**src/hw/rtl/hrhp_pkg.sv**
```systemverilog
// ---------------------------------------------------------------------------
// HTTP/1 request head parser package
// Phase encoding, byte classes, status codes, method table and lookup.
// ---------------------------------------------------------------------------
package hrhp_pkg;

   typedef enum logic [14:0] {
      PH_RL_START = 15'b000000000000001,
      PH_METHOD   = 15'b000000000000010,
      PH_SP1      = 15'b000000000000100,
      PH_PATH     = 15'b000000000001000,
      PH_QUERY    = 15'b000000000010000,
      PH_FRAG     = 15'b000000000100000,
      PH_SP2      = 15'b000000001000000,
      PH_VERSION  = 15'b000000010000000,
      PH_VTAIL    = 15'b000000100000000,
      PH_HSTART   = 15'b000001000000000,
      PH_HNAME    = 15'b000010000000000,
      PH_HSEP     = 15'b000100000000000,
      PH_HVALUE   = 15'b001000000000000,
      PH_HBAD     = 15'b010000000000000,
      PH_DONE     = 15'b100000000000000
   } phase_type;

   localparam logic [3:0] CLS_SKIP    = 4'd0;
   localparam logic [3:0] CLS_METHOD  = 4'd1;
   localparam logic [3:0] CLS_PATH    = 4'd2;
   localparam logic [3:0] CLS_QUERY   = 4'd3;
   localparam logic [3:0] CLS_FRAG    = 4'd4;
   localparam logic [3:0] CLS_VERSION = 4'd5;
   localparam logic [3:0] CLS_HNAME   = 4'd6;
   localparam logic [3:0] CLS_HVALUE  = 4'd7;
   localparam logic [3:0] CLS_LINE    = 4'd8;

   localparam logic [2:0] ST_RUNNING    = 3'd0;
   localparam logic [2:0] ST_HEAD_DONE  = 3'd1;
   localparam logic [2:0] ST_BAD_SPACE  = 3'd2;
   localparam logic [2:0] ST_NO_METHOD  = 3'd3;
   localparam logic [2:0] ST_UNKNOWN    = 3'd4;
   localparam logic [2:0] ST_NO_URL     = 3'd5;
   localparam logic [2:0] ST_TOO_LARGE  = 3'd6;
   localparam logic [2:0] ST_CLOSED     = 3'd7;

   localparam logic [3:0] METHOD_NONE = 4'd0;

   localparam logic [7:0] CHAR_CR    = 8'h0D;
   localparam logic [7:0] CHAR_LF    = 8'h0A;
   localparam logic [7:0] CHAR_SP    = 8'h20;
   localparam logic [7:0] CHAR_COLON = 8'h3A;
   localparam logic [7:0] CHAR_QMARK = 8'h3F;
   localparam logic [7:0] CHAR_HASH  = 8'h23;

   localparam logic [15:0] MAX_HEAD_RESET = 16'd8192;
   localparam logic [3:0]  METHOD_MAX_LEN = 4'd8;
   localparam int          METHOD_COUNT   = 9;

   localparam logic [55:0] METHOD_NAME [METHOD_COUNT] = '{
      56'h00000000474554,
      56'h000000504F5354,
      56'h00000000505554,
      56'h0044454C455445,
      56'h00000048454144,
      56'h4F5054494F4E53,
      56'h00005452414345,
      56'h00005041544348,
      56'h434F4E4E454354
   };

   localparam logic [3:0] METHOD_LEN [METHOD_COUNT] = '{
      4'd3, 4'd4, 4'd3, 4'd6, 4'd4, 4'd7, 4'd5, 4'd5, 4'd7
   };

   function automatic logic [3:0] method_lookup(input logic [55:0] chars,
                                                input logic [3:0]  len);
      logic [3:0] code;
      code = METHOD_NONE;
      for (int i = METHOD_COUNT - 1; i >= 0; i--) begin
         if (len == METHOD_LEN[i] && chars == METHOD_NAME[i]) begin
            code = 4'(i + 1);
         end
      end
      return code;
   endfunction

endpackage

```
**src/hw/rtl/http1_request_head_parser.sv**
```systemverilog
// ---------------------------------------------------------------------------
// HTTP/1 request head parser
// Classifies the bytes of a request head one at a time, with a one-byte
// look-ahead for CR-LF and colon-space, and reports method and errors.
// ---------------------------------------------------------------------------
// The req channel carries one received byte per item, with flags for a new
// connection and for a closed connection. The rsp channel carries at most one
// item per input item: the previous byte tagged by class, a line end, or a
// status item. Because each byte is held back until the next one arrives, a
// byte's result appears when the following item is accepted.
// The parse state and the held byte are updated at the accepting edge and the
// result is registered and visible on rsp_ in the cycle after. One item can be
// accepted in every cycle while req_stall is low; the combinational next-state
// logic of the parse state machine sets this rate.
// The csr channel writes the head size limit; it is always ready and should
// only be written while the block is idle.
// Reset clears the parse state, drops any pending result and loads the
// default limit of 8192 bytes. While a result waits and rsp_stall is high,
// req_stall is raised; otherwise items are accepted even with a result
// pending, since that result leaves in the same cycle.
// ---------------------------------------------------------------------------
module http1_request_head_parser #(
   parameter int HEAD_COUNT_BITS = 16
) (
   input  logic        clock,
   input  logic        reset,
   input  logic        req_valid,
   output logic        req_stall,
   input  logic [7:0]  req_data_byte,
   input  logic        req_new_connection,
   input  logic        req_conn_closed,
   output logic        rsp_valid,
   input  logic        rsp_stall,
   output logic [7:0]  rsp_byte_out,
   output logic [3:0]  rsp_byte_class,
   output logic [3:0]  rsp_method_code,
   output logic        rsp_header_ok,
   output logic [2:0]  rsp_status,
   input  logic        csr_valid,
   output logic        csr_ready,
   input  logic [15:0] csr_max_head_bytes
);

   localparam int CMP_W = (HEAD_COUNT_BITS > 16) ? HEAD_COUNT_BITS : 16;

   hrhp_pkg::phase_type          phase_ff, phase_in;
   logic [7:0]                   held_ff, held_in;
   logic                         held_valid_ff, held_valid_in;
   logic [55:0]                  mchars_ff, mchars_in;
   logic [3:0]                   mlen_ff, mlen_in;
   logic [HEAD_COUNT_BITS-1:0]   count_ff, count_in;
   logic [2:0]                   flags_ff, flags_in;
   logic                         error_ff, error_in;
   logic [15:0]                  max_ff;

   logic                         rsp_valid_ff, rsp_valid_in;
   logic [7:0]                   rsp_byte_ff, rsp_byte_in;
   logic [3:0]                   rsp_class_ff, rsp_class_in;
   logic [3:0]                   rsp_code_ff, rsp_code_in;
   logic                         rsp_ok_ff, rsp_ok_in;
   logic [2:0]                   rsp_status_ff, rsp_status_in;

   logic                         accept;
   logic                         produce;
   logic                         do_url;
   logic                         colon_space;
   logic [7:0]                   cur_byte;
   logic [3:0]                   lookup_code;

   assign req_stall = rsp_valid_ff & rsp_stall;
   assign accept    = req_valid & ~req_stall;
   assign csr_ready = 1'b1;

   always_comb begin
      phase_in      = phase_ff;
      held_in       = held_ff;
      held_valid_in = held_valid_ff;
      mchars_in     = mchars_ff;
      mlen_in       = mlen_ff;
      count_in      = count_ff;
      flags_in      = flags_ff;
      error_in      = error_ff;
      produce       = 1'b0;
      do_url        = 1'b0;
      cur_byte      = held_ff;
      colon_space   = 1'b0;
      lookup_code   = hrhp_pkg::METHOD_NONE;
      rsp_byte_in   = '0;
      rsp_class_in  = hrhp_pkg::CLS_SKIP;
      rsp_code_in   = hrhp_pkg::METHOD_NONE;
      rsp_ok_in     = 1'b0;
      rsp_status_in = hrhp_pkg::ST_RUNNING;

      if (req_new_connection) begin
         phase_in      = hrhp_pkg::PH_RL_START;
         held_in       = '0;
         held_valid_in = 1'b0;
         mchars_in     = '0;
         mlen_in       = '0;
         count_in      = '0;
         flags_in      = '0;
         error_in      = 1'b0;
      end

      if (!error_in && phase_in != hrhp_pkg::PH_DONE) begin
         if (req_conn_closed) begin
            error_in      = 1'b1;
            held_valid_in = 1'b0;
            produce       = 1'b1;
            rsp_status_in = hrhp_pkg::ST_CLOSED;
         end else if (CMP_W'(count_in) >= CMP_W'(max_ff)) begin
            error_in      = 1'b1;
            held_valid_in = 1'b0;
            produce       = 1'b1;
            rsp_status_in = hrhp_pkg::ST_TOO_LARGE;
         end else begin
            if (count_in != '1) begin
               count_in = count_in + 1'b1;
            end
            if (!held_valid_in) begin
               held_in       = req_data_byte;
               held_valid_in = 1'b1;
            end else if (held_in == hrhp_pkg::CHAR_CR &&
                         req_data_byte == hrhp_pkg::CHAR_LF) begin
               held_valid_in = 1'b0;
               produce       = 1'b1;
               case (phase_in)
                  hrhp_pkg::PH_RL_START, hrhp_pkg::PH_SP1, hrhp_pkg::PH_SP2: begin
                     error_in      = 1'b1;
                     rsp_status_in = hrhp_pkg::ST_BAD_SPACE;
                  end
                  hrhp_pkg::PH_METHOD: begin
                     error_in      = 1'b1;
                     rsp_status_in = hrhp_pkg::ST_NO_METHOD;
                  end
                  hrhp_pkg::PH_PATH, hrhp_pkg::PH_QUERY, hrhp_pkg::PH_FRAG: begin
                     error_in      = 1'b1;
                     rsp_status_in = hrhp_pkg::ST_NO_URL;
                  end
                  hrhp_pkg::PH_VERSION, hrhp_pkg::PH_VTAIL: begin
                     phase_in     = hrhp_pkg::PH_HSTART;
                     flags_in     = '0;
                     rsp_class_in = hrhp_pkg::CLS_LINE;
                  end
                  default: begin
                     rsp_class_in = hrhp_pkg::CLS_LINE;
                     if (!flags_in[0]) begin
                        phase_in      = hrhp_pkg::PH_DONE;
                        rsp_status_in = hrhp_pkg::ST_HEAD_DONE;
                     end else begin
                        rsp_ok_in = (phase_in == hrhp_pkg::PH_HVALUE);
                        phase_in  = hrhp_pkg::PH_HSTART;
                        flags_in  = '0;
                     end
                  end
               endcase
            end else begin
               cur_byte     = held_in;
               held_in      = req_data_byte;
               colon_space  = (cur_byte == hrhp_pkg::CHAR_COLON) &&
                              (req_data_byte == hrhp_pkg::CHAR_SP);
               flags_in[0]  = 1'b1;
               produce      = 1'b1;
               rsp_byte_in  = cur_byte;
               case (phase_in)
                  hrhp_pkg::PH_RL_START, hrhp_pkg::PH_METHOD: begin
                     if (cur_byte == hrhp_pkg::CHAR_SP) begin
                        if (phase_in == hrhp_pkg::PH_METHOD) begin
                           lookup_code = hrhp_pkg::method_lookup(mchars_in, mlen_in);
                           if (lookup_code == hrhp_pkg::METHOD_NONE) begin
                              error_in      = 1'b1;
                              held_valid_in = 1'b0;
                              rsp_byte_in   = '0;
                              rsp_status_in = hrhp_pkg::ST_UNKNOWN;
                           end else begin
                              phase_in    = hrhp_pkg::PH_SP1;
                              rsp_code_in = lookup_code;
                           end
                        end
                     end else begin
                        phase_in = hrhp_pkg::PH_METHOD;
                        if (mlen_in < hrhp_pkg::METHOD_MAX_LEN) begin
                           mchars_in = {mchars_in[47:0], cur_byte};
                           mlen_in   = mlen_in + 1'b1;
                        end
                        rsp_class_in = hrhp_pkg::CLS_METHOD;
                     end
                  end
                  hrhp_pkg::PH_SP1: begin
                     if (cur_byte != hrhp_pkg::CHAR_SP) begin
                        phase_in = hrhp_pkg::PH_PATH;
                        do_url   = 1'b1;
                     end
                  end
                  hrhp_pkg::PH_PATH, hrhp_pkg::PH_QUERY, hrhp_pkg::PH_FRAG: begin
                     do_url = 1'b1;
                  end
                  hrhp_pkg::PH_SP2: begin
                     if (cur_byte != hrhp_pkg::CHAR_SP) begin
                        phase_in     = hrhp_pkg::PH_VERSION;
                        rsp_class_in = hrhp_pkg::CLS_VERSION;
                     end
                  end
                  hrhp_pkg::PH_VERSION: begin
                     if (cur_byte == hrhp_pkg::CHAR_SP) begin
                        phase_in = hrhp_pkg::PH_VTAIL;
                     end else begin
                        rsp_class_in = hrhp_pkg::CLS_VERSION;
                     end
                  end
                  hrhp_pkg::PH_HSTART: begin
                     if (cur_byte != hrhp_pkg::CHAR_SP) begin
                        if (colon_space) begin
                           phase_in = hrhp_pkg::PH_HBAD;
                        end else begin
                           phase_in     = hrhp_pkg::PH_HNAME;
                           flags_in[1]  = 1'b1;
                           rsp_class_in = hrhp_pkg::CLS_HNAME;
                        end
                     end
                  end
                  hrhp_pkg::PH_HNAME: begin
                     if (colon_space) begin
                        phase_in = hrhp_pkg::PH_HSEP;
                     end else begin
                        rsp_class_in = hrhp_pkg::CLS_HNAME;
                     end
                  end
                  hrhp_pkg::PH_HSEP: begin
                     if (cur_byte != hrhp_pkg::CHAR_SP) begin
                        phase_in     = hrhp_pkg::PH_HVALUE;
                        flags_in[2]  = 1'b1;
                        rsp_class_in = hrhp_pkg::CLS_HVALUE;
                     end
                  end
                  hrhp_pkg::PH_HVALUE: begin
                     rsp_class_in = hrhp_pkg::CLS_HVALUE;
                  end
                  default: begin
                  end
               endcase

               if (do_url) begin
                  if (cur_byte == hrhp_pkg::CHAR_SP) begin
                     phase_in = hrhp_pkg::PH_SP2;
                  end else if (phase_in != hrhp_pkg::PH_FRAG &&
                               cur_byte == hrhp_pkg::CHAR_HASH) begin
                     phase_in = hrhp_pkg::PH_FRAG;
                  end else if (phase_in == hrhp_pkg::PH_PATH &&
                               cur_byte == hrhp_pkg::CHAR_QMARK) begin
                     phase_in = hrhp_pkg::PH_QUERY;
                  end else if (phase_in == hrhp_pkg::PH_PATH) begin
                     rsp_class_in = hrhp_pkg::CLS_PATH;
                  end else if (phase_in == hrhp_pkg::PH_QUERY) begin
                     rsp_class_in = hrhp_pkg::CLS_QUERY;
                  end else begin
                     rsp_class_in = hrhp_pkg::CLS_FRAG;
                  end
               end
            end
         end
      end

      if (accept) begin
         rsp_valid_in = produce;
      end else begin
         rsp_valid_in = rsp_valid_ff & rsp_stall;
      end
   end

   always_ff @(posedge clock) begin
      if (reset) begin
         phase_ff      <= hrhp_pkg::PH_RL_START;
         held_ff       <= '0;
         held_valid_ff <= 1'b0;
         mchars_ff     <= '0;
         mlen_ff       <= '0;
         count_ff      <= '0;
         flags_ff      <= '0;
         error_ff      <= 1'b0;
         rsp_valid_ff  <= 1'b0;
      end else begin
         rsp_valid_ff <= rsp_valid_in;
         if (accept) begin
            phase_ff      <= phase_in;
            held_ff       <= held_in;
            held_valid_ff <= held_valid_in;
            mchars_ff     <= mchars_in;
            mlen_ff       <= mlen_in;
            count_ff      <= count_in;
            flags_ff      <= flags_in;
            error_ff      <= error_in;
         end
      end
   end

   always_ff @(posedge clock) begin
      if (reset) begin
         max_ff <= hrhp_pkg::MAX_HEAD_RESET;
      end else if (csr_valid && csr_ready) begin
         max_ff <= csr_max_head_bytes;
      end
   end

   always_ff @(posedge clock) begin
      if (accept && produce) begin
         rsp_byte_ff   <= rsp_byte_in;
         rsp_class_ff  <= rsp_class_in;
         rsp_code_ff   <= rsp_code_in;
         rsp_ok_ff     <= rsp_ok_in;
         rsp_status_ff <= rsp_status_in;
      end
   end

   assign rsp_valid       = rsp_valid_ff;
   assign rsp_byte_out    = rsp_byte_ff;
   assign rsp_byte_class  = rsp_class_ff;
   assign rsp_method_code = rsp_code_ff;
   assign rsp_header_ok   = rsp_ok_ff;
   assign rsp_status      = rsp_status_ff;

endmodule

```
**config.mk**
```make
export PLATFORM = sky130hd
export DESIGN_NAME = http1_request_head_parser
export DESIGN_NICKNAME = d
export VERILOG_FILES = /design/src/hw/rtl/hrhp_pkg.sv /design/src/hw/rtl/http1_request_head_parser.sv
export SDC_FILE = /design/constraint.sdc
export NUM_CORES = 1
export LEC_CHECK = 0
export BUFFER_PORTS_ARGS = -buffer_cell sky130_fd_sc_hd__buf_2
export CORE_MARGIN = 2
export CORE_UTILIZATION = 40
export DETAILED_ROUTE_END_ITERATION = 6
export GPL_TIMING_DRIVEN = 1
export SYNTH_ARGS = -nofsm -noshare
export SYNTH_HDL_FRONTEND = slang
export SYNTH_SLANG_ARGS = --single-unit
```
**constraint.sdc**
```tcl
create_clock -name clock -period 4.8 [get_ports clock]
set_input_delay 0 -clock clock [delete_from_list [all_inputs] [get_ports clock]]
set_output_delay 0 -clock clock [all_outputs]
set_load 0.1 [all_outputs]
```
==> results of run 1 <==
stage by stage:
stage	total power, uW	hold slack, ns	cells	utilization
after floorplan	1431	0.1304	953	-
after global placement	1506	0.2317	1234	0.4329
after detailed placement	1506	0.2421	1234	0.4329
after CTS	2847	0.08131	1292	0.4767
after global routing	2926	0.1161	1292	0.4767
final	2834	0.08297	1292	0.4767
layer usage:
| layer | part of all wire | vias to the layer above | track usage |
|---|---|---|---|
| li1 | - | 3683 | - |
| met1 | 0.48 | 3552 | 0.3564 |
| met2 | 0.42 | 343 | 0.3470 |
| met3 | 0.079 | 41 | 0.04801 |
| met4 | 0.020 | 0 | 0.07358 |
| met5 | 0 | - | 0 |
cell type report:
cell class | instances | area, sq um | area share
Multi-Input combinational cell | 728 | 4579 | 0.4952
Sequential cell | 139 | 2983 | 0.3226
Timing Repair Buffer | 93 | 633.1 | 0.06846
Clock buffer | 19 | 432.9 | 0.04681
Tap cell | 265 | 331.6 | 0.03585
Clock inverter | 13 | 156.4 | 0.01691
Inverter | 35 | 131.4 | 0.01421
power groups by stage:
stage	registers, uW	clock network (uW)	logic [uW]
detailed placement	1250	0	257
finish	1220	1330	277
floorplan	1300	0	134
CTS	1220	1350	274
global placement	1250	0	257
global route	1230	1400	301
timing repair:
action | in CTS | in global routing
hold endpoints to repair | 27 | 0
endpoints found under the setup margin | 0 | 0
hold buffers | 26 | 0
placed cells by master, fill, tap and decap left out, types with 6 or more instances in the layout:
cell	instances
clkbuf_16	17
nand3_1	29
a21oi_1	69
buf_4	15
nor2_1	98
nand4_1	33
and2_1	10
nand2b_1	10
nor4b_1	16
nor4_1	22
a21o_1	8
nand2_1	61
nor3b_1	10
nor3_1	26
or4_1	6
nor2b_1	28
or3_1	8
nor4bb_1	9
o21ai_0	73
xnor2_1	10
a22o_1	32
and3_1	17
xor2_1	7
a22oi_1	13
dlygate4sd3_1	26
mux2i_1	16
edfxtp_1	20
o21ai_1	6
ha_1	21
dfxtp_1	119
buf_2	52
inv_1	35
flip-flops by register name, summed over array words and instances, names as in the netlist, 4 cells and up:
name and flops:
count_ff 16, held_ff 8, max_ff 16, mchars_ff 56, mlen_ff 4, phase_ff 15
rsp_byte_class 4, rsp_byte_out 8, rsp_method_code 4
critical path, cell delays in order, from the launching register on:
cell	delay (ns)
dfxtp_1	0.34
nor2b_1	0.15
ha_1	0.32
nand4_1	0.20
nor4_1	0.73
a21oi_1	0.44
and3b_1	0.36
o21ai_1	0.71
o21ai_0	0.23
a21oi_1	0.16
cell families after synthesis:
family	count (synthesis)	synth area share
other cells	1	0.0004753
flops	139	0.3781
compound gates	260	0.2154
mux	16	0.02030
fa+ha+maj	21	0.03330
simple gates	413	0.2902
xor+xnor	17	0.01887
buf+inv	86	0.04345
final timing paths:
path / start / slack (ns) / cells past startpoint / end
min: csr_valid / 0.08 / 2 / max_ff[13]
max reg2reg: count_ff[15] / 1.10 / 9 / mchars_ff[2]
max: count_ff[15] / 1.10 / 9 / mchars_ff[2]
min reg2reg: max_ff[13] / 0.49 / 2 / max_ff[13]
==> results.toml, run 1 <==
[status]
status = "completed"

[synth]
post_synth_most_frequent_cells = "dfxtp_1, nor2_1, o21ai_0, a21oi_1, nand2_1"
avgSynthCellArea_sq_um = 8.279
most_instantiated_library_cell_after_synthesis = "dfxtp_1"
ys.flop_type = "dfxtp_1"
netlist-cell-type-count = 73
synth_edf_count = 20
synth-async-reset-ratio = 0
synth_seq_area_share = 0.3781
synth_top_area_frac = 0.3019
synth_nets = 1005
synth_top_cell_by_area = "dfxtp_1"
syn-instance-count = 953
synth-seq-cells = 139
syn-cell-area_sq_mm = 0.007890
synth_top_cells_by_area = "dfxtp_1, edfxtp_1, nor2_1"
synthesis.yosys.warnings = 0

[power_and_ir_drop]
leakage_uw = 0.003409
sequentialPowerShare = 0.432
power-per-cell-area_mw_per_mm2 = 306.4
vdd_drop_max_mv = 0.2754
power.share.combinational = 0.098
p_int_uw = 2061
clock_power_share = 0.470
power_switching_share = 0.2729
total_switching_power_uw = 773.3

[clock_tree]
cts-root-to-sink-buffers = 2
clock_tree_from_tritoncts = "yes"
clk-insertion-delay-late_ns = 0.43
clkTransAtPathRegs_ns = 0.07
cts.repair_timing.setup_buffer_count = 0
cts_resized = 0
clock_tree.htree_level_count = 4
clock_tree.root_cell = "clkbuf_16"
cts-buffers-inserted = 17
cts.sink_count = 139

[timing]
grt_setup_unrepaired = "no"
worstMarginPinSlew_ns = 1.131
finalHoldViolations = 0
final.setup_skew_ns = 0.01250
totalNegativeSetupSlack_ns = 0
final-max-slew-violation-count = 0
timing.final.setup_violations = 0
post-route-min-period_ns = 3.703
max_freq_ghz = 0.2700
timing.max_slew.rel_slack = 0.2355
final.setup.worst_slack_ns = 1.097
final_min_period_over_clock_period = 0.7715

[place]
place.gp.congestion = 0.9381
hpwl_microns = 16950
place_worst_setup_slack_ns = 1.044
placed_area_sq_mm = 0.008398
port_buffers = 52

[layout]
num-fill-cells = 1889
drive_gt1_frac = 0.1130
design_area_sq_mm = 0.009248
diodes = 0
syn_to_final_growth_pct = 17.21
nets = 1066

[worst_setup_path]
worst-setup-path-type = "flip-flop to flip-flop"
critical_path.endpoint_type = "flip-flop"
critPathArrivalTime_ns = 4.06
critical_path_required_ns = 5.16
maximum_net_fanout_on_the_critical_path = 9
cp-start-kind = "flip-flop"

[floorplanning]
die_x_microns = 144.4
fp.coreArea_sq_mm = 0.01940
die_height_microns = 144.4
floorplan.rows = 51
ioPinCount = 54
die_area_sq_mm = 0.02086
initial_core_util = 0.4067

[job]
timing.max_cap.violations = 0

[global_routing]
global_route.usage.total = 0.2397
grt_pass1_wl_microns = 38680
gr-total-overflow = 0
antenna_found_initial = 0
grt_max_degree = 66
first_global_vias = 6937

[routing]
drt_first_iter_violations = 597
totalWireLength_microns = 24300
detailedRoute.firstPassIterationCount = 6
vias = 7619
drcViolationCount = 0
drt-wirelength-per-cell_microns = 18.81
remaining_antenna_violation_count_after_routing = 0
route.detailed.vias_per_inst = 5.897

[worst_hold_path]
min-delay-path-class = "input port to flip-flop"
Note: power is estimated with default switching activity, not from simulation.
==> run 2, diff against run 1 <==
Clock period 4.8 ns to 3.35 ns, I/O delays scaled along.
==> results.toml, run 2 (synthesis results as in run 1) <==
[worst_setup_path]
critical-path-slowest-cell = "nor4b_1"
crit_path_frequent_cell = "nand4_1"
r2r_end = "rsp_byte_class[1]"
maximum_net_fanout_on_the_critical_path = 6
number_of_cells_on_the_worst_reg_to_reg_path = 10
critical_path_required_ns = 3.60
critical_path.cell_chain = "nor4b_1 -> buf_4 -> nand4_1 -> o32ai_1 -> o21ai_0 -> nand4_1 -> a21boi_0 -> o2111ai_1 -> nand4_1 -> a311oi_2"
crit_start = "mchars_ff[8]"
worst-setup-path-type = "flip-flop to flip-flop"
critical_path.endpoint_type = "flip-flop"
cp-start-kind = "flip-flop"
critical-path-max-stage-delay_ns = 0.51
rrSetupSlack_ns = 0.21
critPathArrivalTime_ns = 3.40
r2r_start = "mchars_ff[8]"

[layout]
area.sequential_sq_mm = 0.002983
multi_input_area_sq_mm = 0.004642
layout.cells.most_common_list = "dfxtp_1, nor2_1, o21ai_0"
reg.largest.list = "mchars_ff x56, count_ff x16, max_ff x16"
design_area_sq_mm = 0.009687
drive_gt1_frac = 0.1528
syn_to_final_growth_pct = 22.77
diodes = 0
instances_no_fill = 1338
register_containing_the_most_flip_flops_in_the_final_layout = "mchars_ff"
nets = 1112
largest_reg_flops = 56
num-fill-cells = 1926
layout.cells.most_common = "dfxtp_1"

[floorplanning]
ioPinCount = 54
die_area_sq_mm = 0.02086
fp.coreArea_sq_mm = 0.01940
floorplan.rows = 51
die_height_microns = 144.4
initial_core_util = 0.4067
die_x_microns = 144.4

[place]
hpwl_microns = 18140
port_buffers = 52
place_worst_setup_slack_ns = 0.2059
place.gp.congestion = 0.9735
placed_cells = 1270
placed_area_sq_mm = 0.008751

[routing]
drcViolationCount = 0
drt-wirelength-per-cell_microns = 19.06
vias = 7814
detailedRoute.firstPassIterationCount = 5
route.detailed.vias_per_inst = 5.840
totalWireLength_microns = 25500
drt_first_iter_violations = 591
remaining_antenna_violation_count_after_routing = 0

[clock_tree]
clock_tree.htree_level_count = 4
cts.sink_count = 139
clk-insertion-delay-late_ns = 0.43
clock_tree.root_cell = "clkbuf_16"
cts.repair_timing.setup_buffer_count = 0
cts-root-to-sink-buffers = 2
cts-buffers-inserted = 17
clkTransAtPathRegs_ns = 0.07
clock_tree_from_tritoncts = "yes"

[status]
status = "completed"

[worst_hold_path]
min-delay-start = "csr_valid"
worst_hold_path.num_cells = 3
min-delay-path-class = "input port to flip-flop"
worst_hold_path.endpoint = "max_ff[13]"

[global_routing]
grt_max_degree = 41
antenna_found_initial = 0
gr-total-overflow = 0
first_global_vias = 7290
global_route.usage.total = 0.2488
grt_pass1_wl_microns = 40300

[timing]
finalHoldViolations = 0
max_freq_ghz = 0.3182
timing.final.setup_violations = 0
post-route-min-period_ns = 3.143
final_min_period_over_clock_period = 0.9381
worstMarginPinSlew_ns = 0.8491
hold_slack_ns = 0.07141
final.setup_skew_ns = 0.006868
final.setup.worst_slack_ns = 0.2075
grt_setup_unrepaired = "no"
totalNegativeSetupSlack_ns = 0
timing.max_slew.rel_slack = 0.4326
final-max-slew-violation-count = 0

[power_and_ir_drop]
power-per-cell-area_mw_per_mm2 = 413.9
leakage_uw = 0.003664
vdd_drop_max_mv = 0.3628

[job]
timing.max_cap.violations = 0
-- run 2: what timing repair did --
item                                    CTS  global route
hold endpoints to repair                 31             0
hold buffers                             36             0
endpoints found under the setup margin    0             2
resized for setup                         0             4
-- run 2: per-layer routing --
metal / part of all wire / track usage / up-vias
met2: 0.45 / 0.3846 / 298
met5: 0 / 0 / -
met4: 0.018 / 0.07460 / 0
met1: 0.47 / 0.3517 / 3708
met3: 0.066 / 0.04768 / 38
li1: - / - / 3770
-- run 2: cell type report --
cell class | count | share of cell area
Clock inverter | 15 | 0.01369
Tap cell | 265 | 0.03423
Clock buffer | 17 | 0.04392
Multi-Input combinational cell | 728 | 0.4792
Inverter | 35 | 0.01356
Sequential cell | 139 | 0.3079
Timing Repair Buffer | 139 | 0.1075
-- run 2: stage by stage --
step,util,power (uW)
CTS,0.4985,4039
finish,0.4994,4009
detailed placement,0.4511,2194
global route,0.4994,4136
floorplan,-,2059
global placement,0.4511,2192
-- run 2: critical path: cells and delay by family, from the launching register on --
family	cells	cell delay, ns
AO/OA/AOI/OAI	5	1.28
flip-flops	1	0.43
AND/OR/NAND/NOR	4	1.03
buffers and inverters	1	0.22
-- run 2: power by group --
group / switching [uW] / internal (uW) / total (uW)
Combinational: 310 / 141 / 450
Sequential: 23.3 / 1720 / 1750
Clock: 835 / 976 / 1810
-- run 2: worst max-delay path by stage --
stage                              to  cells past startpoint
finish              rsp_byte_class[1]                     10
floorplan               mchars_ff[31]                     16
detailed placement  rsp_byte_class[1]                     10
global placement    rsp_byte_class[1]                     10
CTS                 rsp_byte_class[1]                     10
global route        rsp_byte_class[1]                      9
